===== config.mk =====
export PLATFORM = sky130hd
export DESIGN_NAME = quantized_dot_product_unit
export DESIGN_NICKNAME = d
export VERILOG_FILES = /design/src/sv/qdp_pkg.sv /design/src/sv/qdp_front.sv /design/src/sv/qdp_fifo.sv /design/src/sv/qdp_back.sv /design/src/sv/quantized_dot_product_unit.sv
export SDC_FILE = /design/constraint.sdc
export NUM_CORES = 2
export LEC_CHECK = 0
export ABC_AREA = 1
export BUFFER_PORTS_ARGS = -buffer_cell sky130_fd_sc_hd__buf_2
export CAP_MARGIN = 40
export CORE_UTILIZATION = 41
export CTS_BUF_LIST = sky130_fd_sc_hd__clkbuf_8
export DETAILED_ROUTE_END_ITERATION = 16
export HOLD_SLACK_MARGIN = 0.05
export PLACE_DENSITY = 0.62
export SLEW_MARGIN = 10
export SYNTH_ARGS = -nofsm -noshare
export SYNTH_HDL_FRONTEND = slang
export SYNTH_SLANG_ARGS = --single-unit

===== constraint.sdc =====
create_clock -name clk -period 8.03 [get_ports clk]
set_input_delay 0.4015 -clock clk [delete_from_list [all_inputs] [get_ports clk]]
set_output_delay 0.4015 -clock clk [all_outputs]
set_load 0.005 [all_outputs]

===== src/sv/qdp_pkg.sv =====
// ----------------------------------------------------------------------------
// qdp_pkg
// Shared widths, constants and the queue entry type of the quantized dot
// product unit.
// ----------------------------------------------------------------------------
package qdp_pkg;

  localparam int QUERY_BITS   = 16;
  localparam int CODE_BITS    = 8;
  localparam int SCALE_BITS   = 24;
  localparam int SUM_BITS     = 40;
  localparam int PROD_BITS    = QUERY_BITS + CODE_BITS;
  localparam int SCORE_BITS   = SUM_BITS + SCALE_BITS;
  localparam int SPLIT_BITS   = SUM_BITS / 2;
  localparam int LO_BITS      = SPLIT_BITS + 1 + SCALE_BITS;
  localparam int HI_BITS      = (SUM_BITS - SPLIT_BITS) + SCALE_BITS;

  localparam int FIFO_DEPTH   = 4;
  localparam int PTR_BITS     = $clog2(FIFO_DEPTH);
  localparam int CNT_BITS     = $clog2(FIFO_DEPTH + 1);

  localparam logic [7:0] CODE4_MASK   = 8'h0f;
  localparam logic [7:0] CODE4_BIAS   = 8'd8;
  localparam int         NIBBLE_SHIFT = 4;

  localparam logic MODE_INT8 = 1'b0;
  localparam logic MODE_INT4 = 1'b1;

  // One decoded dimension, as queued between front and back
  typedef struct packed {
    logic signed [QUERY_BITS-1:0] query;
    logic signed [CODE_BITS-1:0]  code;
    logic signed [SCALE_BITS-1:0] scale;
    logic                         last;
  } entry_t;

endpackage


===== src/sv/qdp_front.sv =====
// ----------------------------------------------------------------------------
// qdp_front
// Accepts input transactions, holds the code mode register and dimension
// parity, and decodes each code byte into a signed code for the queue.
// ----------------------------------------------------------------------------
module qdp_front (
  input  logic                                 clk,
  input  logic                                 rst,
  input  logic                                 push,
  input  logic                                 q_full,
  input  logic                                 cfg_write,
  input  logic                                 cfg_data,
  input  logic signed [qdp_pkg::QUERY_BITS-1:0] query_value,
  input  logic        [qdp_pkg::CODE_BITS-1:0]  code_byte,
  input  logic signed [qdp_pkg::SCALE_BITS-1:0] scale_value,
  input  logic                                 last,
  output logic                                 q_push,
  output qdp_pkg::entry_t                      q_entry
);

  logic                      code_mode;
  logic                      odd_dimension;
  logic [qdp_pkg::CODE_BITS-1:0] nib_byte;
  logic [qdp_pkg::CODE_BITS-1:0] code;

  assign q_push = push && !q_full;

  // Decode: signed byte, or nibble picked by parity minus the bias of eight
  always_comb begin
    if (odd_dimension) begin
      nib_byte = (code_byte >> qdp_pkg::NIBBLE_SHIFT) & qdp_pkg::CODE4_MASK;
    end else begin
      nib_byte = code_byte & qdp_pkg::CODE4_MASK;
    end
    if (code_mode == qdp_pkg::MODE_INT8) begin
      code = code_byte;
    end else begin
      code = nib_byte - qdp_pkg::CODE4_BIAS;
    end
  end

  always_comb begin
    q_entry.query = query_value;
    q_entry.code  = $signed(code);
    q_entry.scale = scale_value;
    q_entry.last  = last;
  end

  // Hold mode; advance parity per transaction, drop it on the last one
  always_ff @(posedge clk) begin
    if (rst) begin
      code_mode     <= qdp_pkg::MODE_INT8;
      odd_dimension <= 1'b0;
    end else begin
      if (cfg_write) begin
        code_mode <= cfg_data;
      end
      if (q_push) begin
        odd_dimension <= last ? 1'b0 : !odd_dimension;
      end
    end
  end

endmodule


===== src/sv/qdp_fifo.sv =====
// ----------------------------------------------------------------------------
// qdp_fifo
// Short queue of decoded dimensions between the front and the back.
// ----------------------------------------------------------------------------
module qdp_fifo (
  input  logic            clk,
  input  logic            rst,
  input  logic            wr_en,
  input  qdp_pkg::entry_t wr_entry,
  output logic            full,
  input  logic            rd_en,
  output qdp_pkg::entry_t rd_entry,
  output logic            empty
);

  qdp_pkg::entry_t                 slots [qdp_pkg::FIFO_DEPTH];
  logic [qdp_pkg::PTR_BITS-1:0]    wr_ptr;
  logic [qdp_pkg::PTR_BITS-1:0]    rd_ptr;
  logic [qdp_pkg::CNT_BITS-1:0]    count;

  assign full     = (count == qdp_pkg::CNT_BITS'(qdp_pkg::FIFO_DEPTH));
  assign empty    = (count == '0);
  assign rd_entry = slots[rd_ptr];

  // Store entries
  always_ff @(posedge clk) begin
    if (wr_en) begin
      slots[wr_ptr] <= wr_entry;
    end
  end

  // Advance pointers and occupancy
  always_ff @(posedge clk) begin
    if (rst) begin
      wr_ptr <= '0;
      rd_ptr <= '0;
      count  <= '0;
    end else begin
      if (wr_en) begin
        wr_ptr <= wr_ptr + 1'b1;
      end
      if (rd_en) begin
        rd_ptr <= rd_ptr + 1'b1;
      end
      if (wr_en && !rd_en) begin
        count <= count + 1'b1;
      end else if (rd_en && !wr_en) begin
        count <= count - 1'b1;
      end
    end
  end

endmodule


===== src/sv/qdp_back.sv =====
// ----------------------------------------------------------------------------
// qdp_back
// Multiplies query by code, accumulates the exact sum, and on the last
// dimension scales it in two partial products into the result register.
// ----------------------------------------------------------------------------
module qdp_back (
  input  logic                                  clk,
  input  logic                                  rst,
  input  logic                                  q_empty,
  input  qdp_pkg::entry_t                       q_entry,
  output logic                                  q_pop,
  output logic                                  empty,
  input  logic                                  pop,
  output logic signed [qdp_pkg::SCORE_BITS-1:0] score
);

  typedef enum logic [3:0] {
    ST_RUN = 4'b0001,
    ST_LO  = 4'b0010,
    ST_HI  = 4'b0100,
    ST_ADD = 4'b1000
  } state_t;

  state_t                                 state;
  logic                                   prod_valid;
  logic                                   prod_last;
  logic signed [qdp_pkg::PROD_BITS-1:0]   prod;
  logic signed [qdp_pkg::SCALE_BITS-1:0]  prod_scale;
  logic        [qdp_pkg::SUM_BITS-1:0]    sum;
  logic        [qdp_pkg::SUM_BITS-1:0]    sum_next;
  logic        [qdp_pkg::SUM_BITS-1:0]    fin_sum;
  logic signed [qdp_pkg::SCALE_BITS-1:0]  fin_scale;
  logic signed [qdp_pkg::LO_BITS-1:0]     lo_part;
  logic signed [qdp_pkg::HI_BITS-1:0]     hi_part;
  logic                                   out_full;
  logic                                   out_load;

  // Pop while running, but not behind a pending last dimension
  assign q_pop    = (state == ST_RUN) && !q_empty && !(prod_valid && prod_last);
  assign sum_next = sum + qdp_pkg::SUM_BITS'(prod);
  assign out_load = (state == ST_ADD) && (!out_full || pop);
  assign empty    = !out_full;

  // Product stage
  always_ff @(posedge clk) begin
    if (q_pop) begin
      prod       <= q_entry.query * q_entry.code;
      prod_last  <= q_entry.last;
      prod_scale <= q_entry.scale;
    end
  end

  // Sequence accumulate and scaling
  always_ff @(posedge clk) begin
    if (rst) begin
      state      <= ST_RUN;
      prod_valid <= 1'b0;
      sum        <= '0;
      out_full   <= 1'b0;
    end else begin
      prod_valid <= q_pop;
      case (state)
        ST_RUN: begin
          if (prod_valid) begin
            if (prod_last) begin
              sum   <= '0;
              state <= ST_LO;
            end else begin
              sum <= sum_next;
            end
          end
        end
        ST_LO:   state <= ST_HI;
        ST_HI:   state <= ST_ADD;
        ST_ADD: begin
          if (out_load) begin
            state <= ST_RUN;
          end
        end
        default: state <= ST_RUN;
      endcase
      if (out_load) begin
        out_full <= 1'b1;
      end else if (pop) begin
        out_full <= 1'b0;
      end
    end
  end

  // Final sum and scale, then the two partial products and their sum
  always_ff @(posedge clk) begin
    if ((state == ST_RUN) && prod_valid && prod_last) begin
      fin_sum   <= sum_next;
      fin_scale <= prod_scale;
    end
    if (state == ST_LO) begin
      lo_part <= $signed({1'b0, fin_sum[qdp_pkg::SPLIT_BITS-1:0]}) * fin_scale;
    end
    if (state == ST_HI) begin
      hi_part <= $signed(fin_sum[qdp_pkg::SUM_BITS-1:qdp_pkg::SPLIT_BITS]) * fin_scale;
    end
    if (out_load) begin
      score <= $signed({hi_part, {qdp_pkg::SPLIT_BITS{1'b0}}})
             + qdp_pkg::SCORE_BITS'(lo_part);
    end
  end

endmodule


===== src/sv/quantized_dot_product_unit.sv =====
// ----------------------------------------------------------------------------
// quantized_dot_product_unit
// Streams one dimension per transaction, accumulates query times code and
// emits the scaled score on the dimension marked last.
// ----------------------------------------------------------------------------
//  channel   handshake         payload
//  input     push / full       query_value, code_byte, scale_value, last
//  result    empty / pop       score
//  config    cfg_write         cfg_data (code_mode)
//
//  One dimension a cycle is taken while the back is accumulating; the
//  product stage and accumulator keep up with the four-entry queue.
//  A last dimension holds the back through the accumulate, low and high
//  partial product and final add states, longer while a score sits unread.
//  The front keeps accepting into the queue during that time until full.
//  Reset clears mode, parity, sum and queue and marks the result empty.
// ----------------------------------------------------------------------------
module quantized_dot_product_unit (
  input  logic                                  clk,
  input  logic                                  rst,
  input  logic                                  push,
  output logic                                  full,
  input  logic signed [qdp_pkg::QUERY_BITS-1:0] query_value,
  input  logic        [qdp_pkg::CODE_BITS-1:0]  code_byte,
  input  logic signed [qdp_pkg::SCALE_BITS-1:0] scale_value,
  input  logic                                  last,
  output logic                                  empty,
  input  logic                                  pop,
  output logic signed [qdp_pkg::SCORE_BITS-1:0] score,
  input  logic                                  cfg_write,
  input  logic                                  cfg_data
);

  logic            q_push;
  logic            q_pop;
  logic            q_empty;
  qdp_pkg::entry_t q_wr_entry;
  qdp_pkg::entry_t q_rd_entry;

  qdp_front u_front (
    .clk          (clk),
    .rst          (rst),
    .push         (push),
    .q_full       (full),
    .cfg_write    (cfg_write),
    .cfg_data     (cfg_data),
    .query_value  (query_value),
    .code_byte    (code_byte),
    .scale_value  (scale_value),
    .last         (last),
    .q_push       (q_push),
    .q_entry      (q_wr_entry)
  );

  qdp_fifo u_fifo (
    .clk      (clk),
    .rst      (rst),
    .wr_en    (q_push),
    .wr_entry (q_wr_entry),
    .full     (full),
    .rd_en    (q_pop),
    .rd_entry (q_rd_entry),
    .empty    (q_empty)
  );

  qdp_back u_back (
    .clk     (clk),
    .rst     (rst),
    .q_empty (q_empty),
    .q_entry (q_rd_entry),
    .q_pop   (q_pop),
    .empty   (empty),
    .pop     (pop),
    .score   (score)
  );

  // Back never drains an empty queue
  a_no_pop_empty: assert property (@(posedge clk) disable iff (rst)
    q_pop |-> !q_empty)
    else $error("queue popped while empty");

  // A full queue holds entries
  a_full_not_empty: assert property (@(posedge clk) disable iff (rst)
    full |-> !q_empty)
    else $error("queue full and empty at once");

  // Reset leaves no result waiting
  a_reset_empty: assert property (@(posedge clk)
    rst |=> empty)
    else $error("result pending after reset");

endmodule


==> impl_results.md <==
- Most frequent cell after synthesis: inv_1
- Vias in the first global route: roughly 52000
- RSZ-0062 raised after global routing: false
- Post-synth EDFFs: 462
- Netlist Area Pre-Place: around 0.066 mm^2
- Vias: 49600
- Routed len/inst: roughly 18 um
- Fill cell count: 15400
- Hold Worst Slack: between 0.1 and 0.15 ns
- DRC: 0
- Clk buf depth: 3
- Asr flop ratio synth: 0%
- Clk slew on worst S/H paths: 0.08 ns
- Placer Congestion: 0.987
- Count of different cell masters after synthesis: 52
- List of most frequent post-synthesis cells: inv_1 (2100), nand2_1 (1843), fa_1 (1089)
- Pin count of the biggest net entering global routing: 71
- Final worst path period need: 7.67 ns
- Antenna Violating Nets Remaining: 0
- Critical path required time: about 8.7 ns
- Sequential-to-total area share from yosys stat: 22.9%
- Final wirelength: 183000 um
- Antenna violations before repair: 3
- Worst path top cell family by delay: adder cells
- GRT overflow: 0
- Area contributors post-synth: fa_1 (33%), edfxtp_1 (21%), inv_1 (12%), nand2_1 (11%), ha_1 (7.0%)
- TritonCTS clock tree: yes
- Buf+Inv Stages, Crit Path: 8
- Initial detailed-routing violation count: 3511
- Port buffer count: 120
- Die Ht: 402 um
- Setup TNS Final: 0 ns
- Flops & latches, synth: 519
- Core Box Area: 0.159 mm^2
- Worst setup EP type: flip-flop
- CTS buffer count: ~90
- Layout area overhead: 9.40%
- Syn nets: ~9000
- Startpoint types: flip-flop
- Final core occ: 45.3%
- Hold crit path type: input pin to flip-flop
- R2R Setup Slk: 0.36 ns
- Pre-antenna DRT Iters: 6
- Max frequency: 0.130 GHz
- Global-route wire length before repair: between 200000 and 300000 um
- Crit-path cells: nand2_1, inv_1, fa_1, inv_1, fa_1, inv_1, fa_1, inv_1, fa_1, inv_1, fa_1, inv_1, fa_1, fa_1, inv_1, ha_1, nand2_1, nor2_1, inv_1, nor3_1, nand4_1, nand3_1, xor2_1
- Max incr delay on CP: 0.74 ns
- H-tree levels: 3
- Synthesized instance count: around 7700
- Final hold vios: 0
- CP Max Fanout: 17
- Top_reg_cell synth: edfxtp_1
- CP dominant cell by count: inv_1
- Outcome: completed
- # nets final: 9422
- Yosys top cell by area: fa_1
- Slowest cell on crit path: edfxtp_1
- Mean post-synth cell area: 8.48 um^2
- IO Pins: 121
- Cts repair resizes: 0
- Initial Util: 41.4%
- MaxCap Viol Count: 0
- Final slew viol count: 0
- Tightest Pin Transition: 0.981 ns
- Final setup violating endpoints: 0
- Via-to-Cell Ratio: around 5
- Critical path type: flip-flop to flip-flop
- Die W: 402 um
- TritonCTS Sinks: a little over 500
- Die footprint: 0.162 mm^2
- Share of the synthesized area in the top cell type: 33.2%
- Worst skew pair latency: 0.83 ns
- Slew HR: 34.6%
- Clock root buffer: clkbuf_8
- Layout cell share with drive strength beyond 1: 5.81%
- Period utilization: between 90% and 100%
- # rows: 146
- Total Routing Usage GR: a little under a quarter
- Clk_skew: between 0.04 and 0.05 ns
- CP arrival: 8.32 ns
- Syn. warnings: 0
- Dpl hpwl: 151000 um
final timing paths:
path                                      startpoint                  end  cells past startpoint
worst max-delay path            u_back.fin_scale[23]   u_back.hi_part[40]                     23
worst max register to register  u_back.fin_scale[23]   u_back.hi_part[40]                     23
worst min register to register  u_back.prod_scale[0]  u_back.fin_scale[0]                      0
worst min-delay path                    code_byte[5]  u_fifo.slots[0][30]                      3
worst min-delay path, stage by stage:
cell and delay (ns):
buf_2 0.10, inv_1 0.05, o21ai_0 0.16
sequential cells by signal, indices dropped and copies added, names as in the netlist, named ones only:
register / count
u_fifo.wr_ptr: 2
u_front.odd_dimension: 1
u_back.lo_part: 45
u_back.sum: 40
u_back.prod: 24
u_fifo.count: 3
u_fifo.rd_ptr: 2
u_back.out_full: 1
u_back.prod_last: 1
u_back.prod_scale: 24
u_back.hi_part: 44
u_back.fin_scale: 24
u_front.code_mode: 1
u_back.score: 64
u_back.state: 4
u_fifo.slots: 196
u_back.fin_sum: 40
u_back.prod_valid: 1
routing by layer:
| metal | track usage (%) | share of wire [%] | vias to the layer above |
|---|---|---|---|
| met3 | 2.94 | 5.9 | 288 |
| met5 | 0 | 0.0071 | - |
| met2 | 38.8 | 48 | 1586 |
| li1 | - | - | 23200 |
| met4 | 7.45 | 3.4 | 2 |
| met1 | 30.6 | 43 | 24500 |
cell families after synthesis:
family | Yosys count | share of synthesized area (%)
buffers and inverters | 2351 | 13.5
adder cells (fa/ha/maj) | 1455 | 40.2
AO/OA/AOI/OAI | 620 | 5.39
XOR/XNOR | 167 | 2.23
AND/OR/NAND/NOR | 2631 | 15.9
flip-flops | 519 | 22.9
cell usage in the layout, fill, tap and decap left out, types with 28 or more instances in the layout:
cell type / synthesis / final
buf_4: 1 / 109
clkbuf_8: 0 / 95
ha_1: 366 / 366
xor2_1: 111 / 111
nor2_1: 510 / 502
o21bai_1: 28 / 28
buf_2: 23 / 120
edfxtp_1: 462 / 462
dlygate4sd3_1: 0 / 48
nor3_1: 31 / 31
dfxtp_1: 57 / 56
inv_1: 2100 / 2117
nand3_1: 145 / 145
fa_1: 1089 / 1089
o21ai_0: 171 / 171
a21oi_1: 274 / 274
nand2_1: 1843 / 1842
xnor2_1: 56 / 56
metrics by stage:
stage	area [um^2]	worst slack [ns]	cells
floorplan	65700	1.61	7743
global placement	69100	0.343	9826
detailed placement	69400	0.327	9844
CTS	71800	0.299	10100
global route	71900	0.0309	10100
finish	71900	0.360	10100
repair_timing:
item,4_1_cts,5_1_grt
buffers inserted,0,0
hold buffers,48,0
endpoints found under the hold margin,180,0
area by class of cell:
cell class | instances | area (um^2) | share of cell area, %
Multi-Input combinational cell | 4873 | 41900 | 58.3
Sequential cell | 519 | 15000 | 20.9
Inverter | 2124 | 7970 | 11.1
Tap cell | 2072 | 2590 | 3.61
Timing Repair Buffer | 305 | 2470 | 3.44
Clock buffer | 95 | 1310 | 1.82
Clock inverter | 65 | 619 | 0.862
Antenna cell | 3 | 7.51 | 0.0104
Power is left out: the tool's default activity adds up to more than one toggle a clock period on the data nets, which glitch-free logic cannot reach.
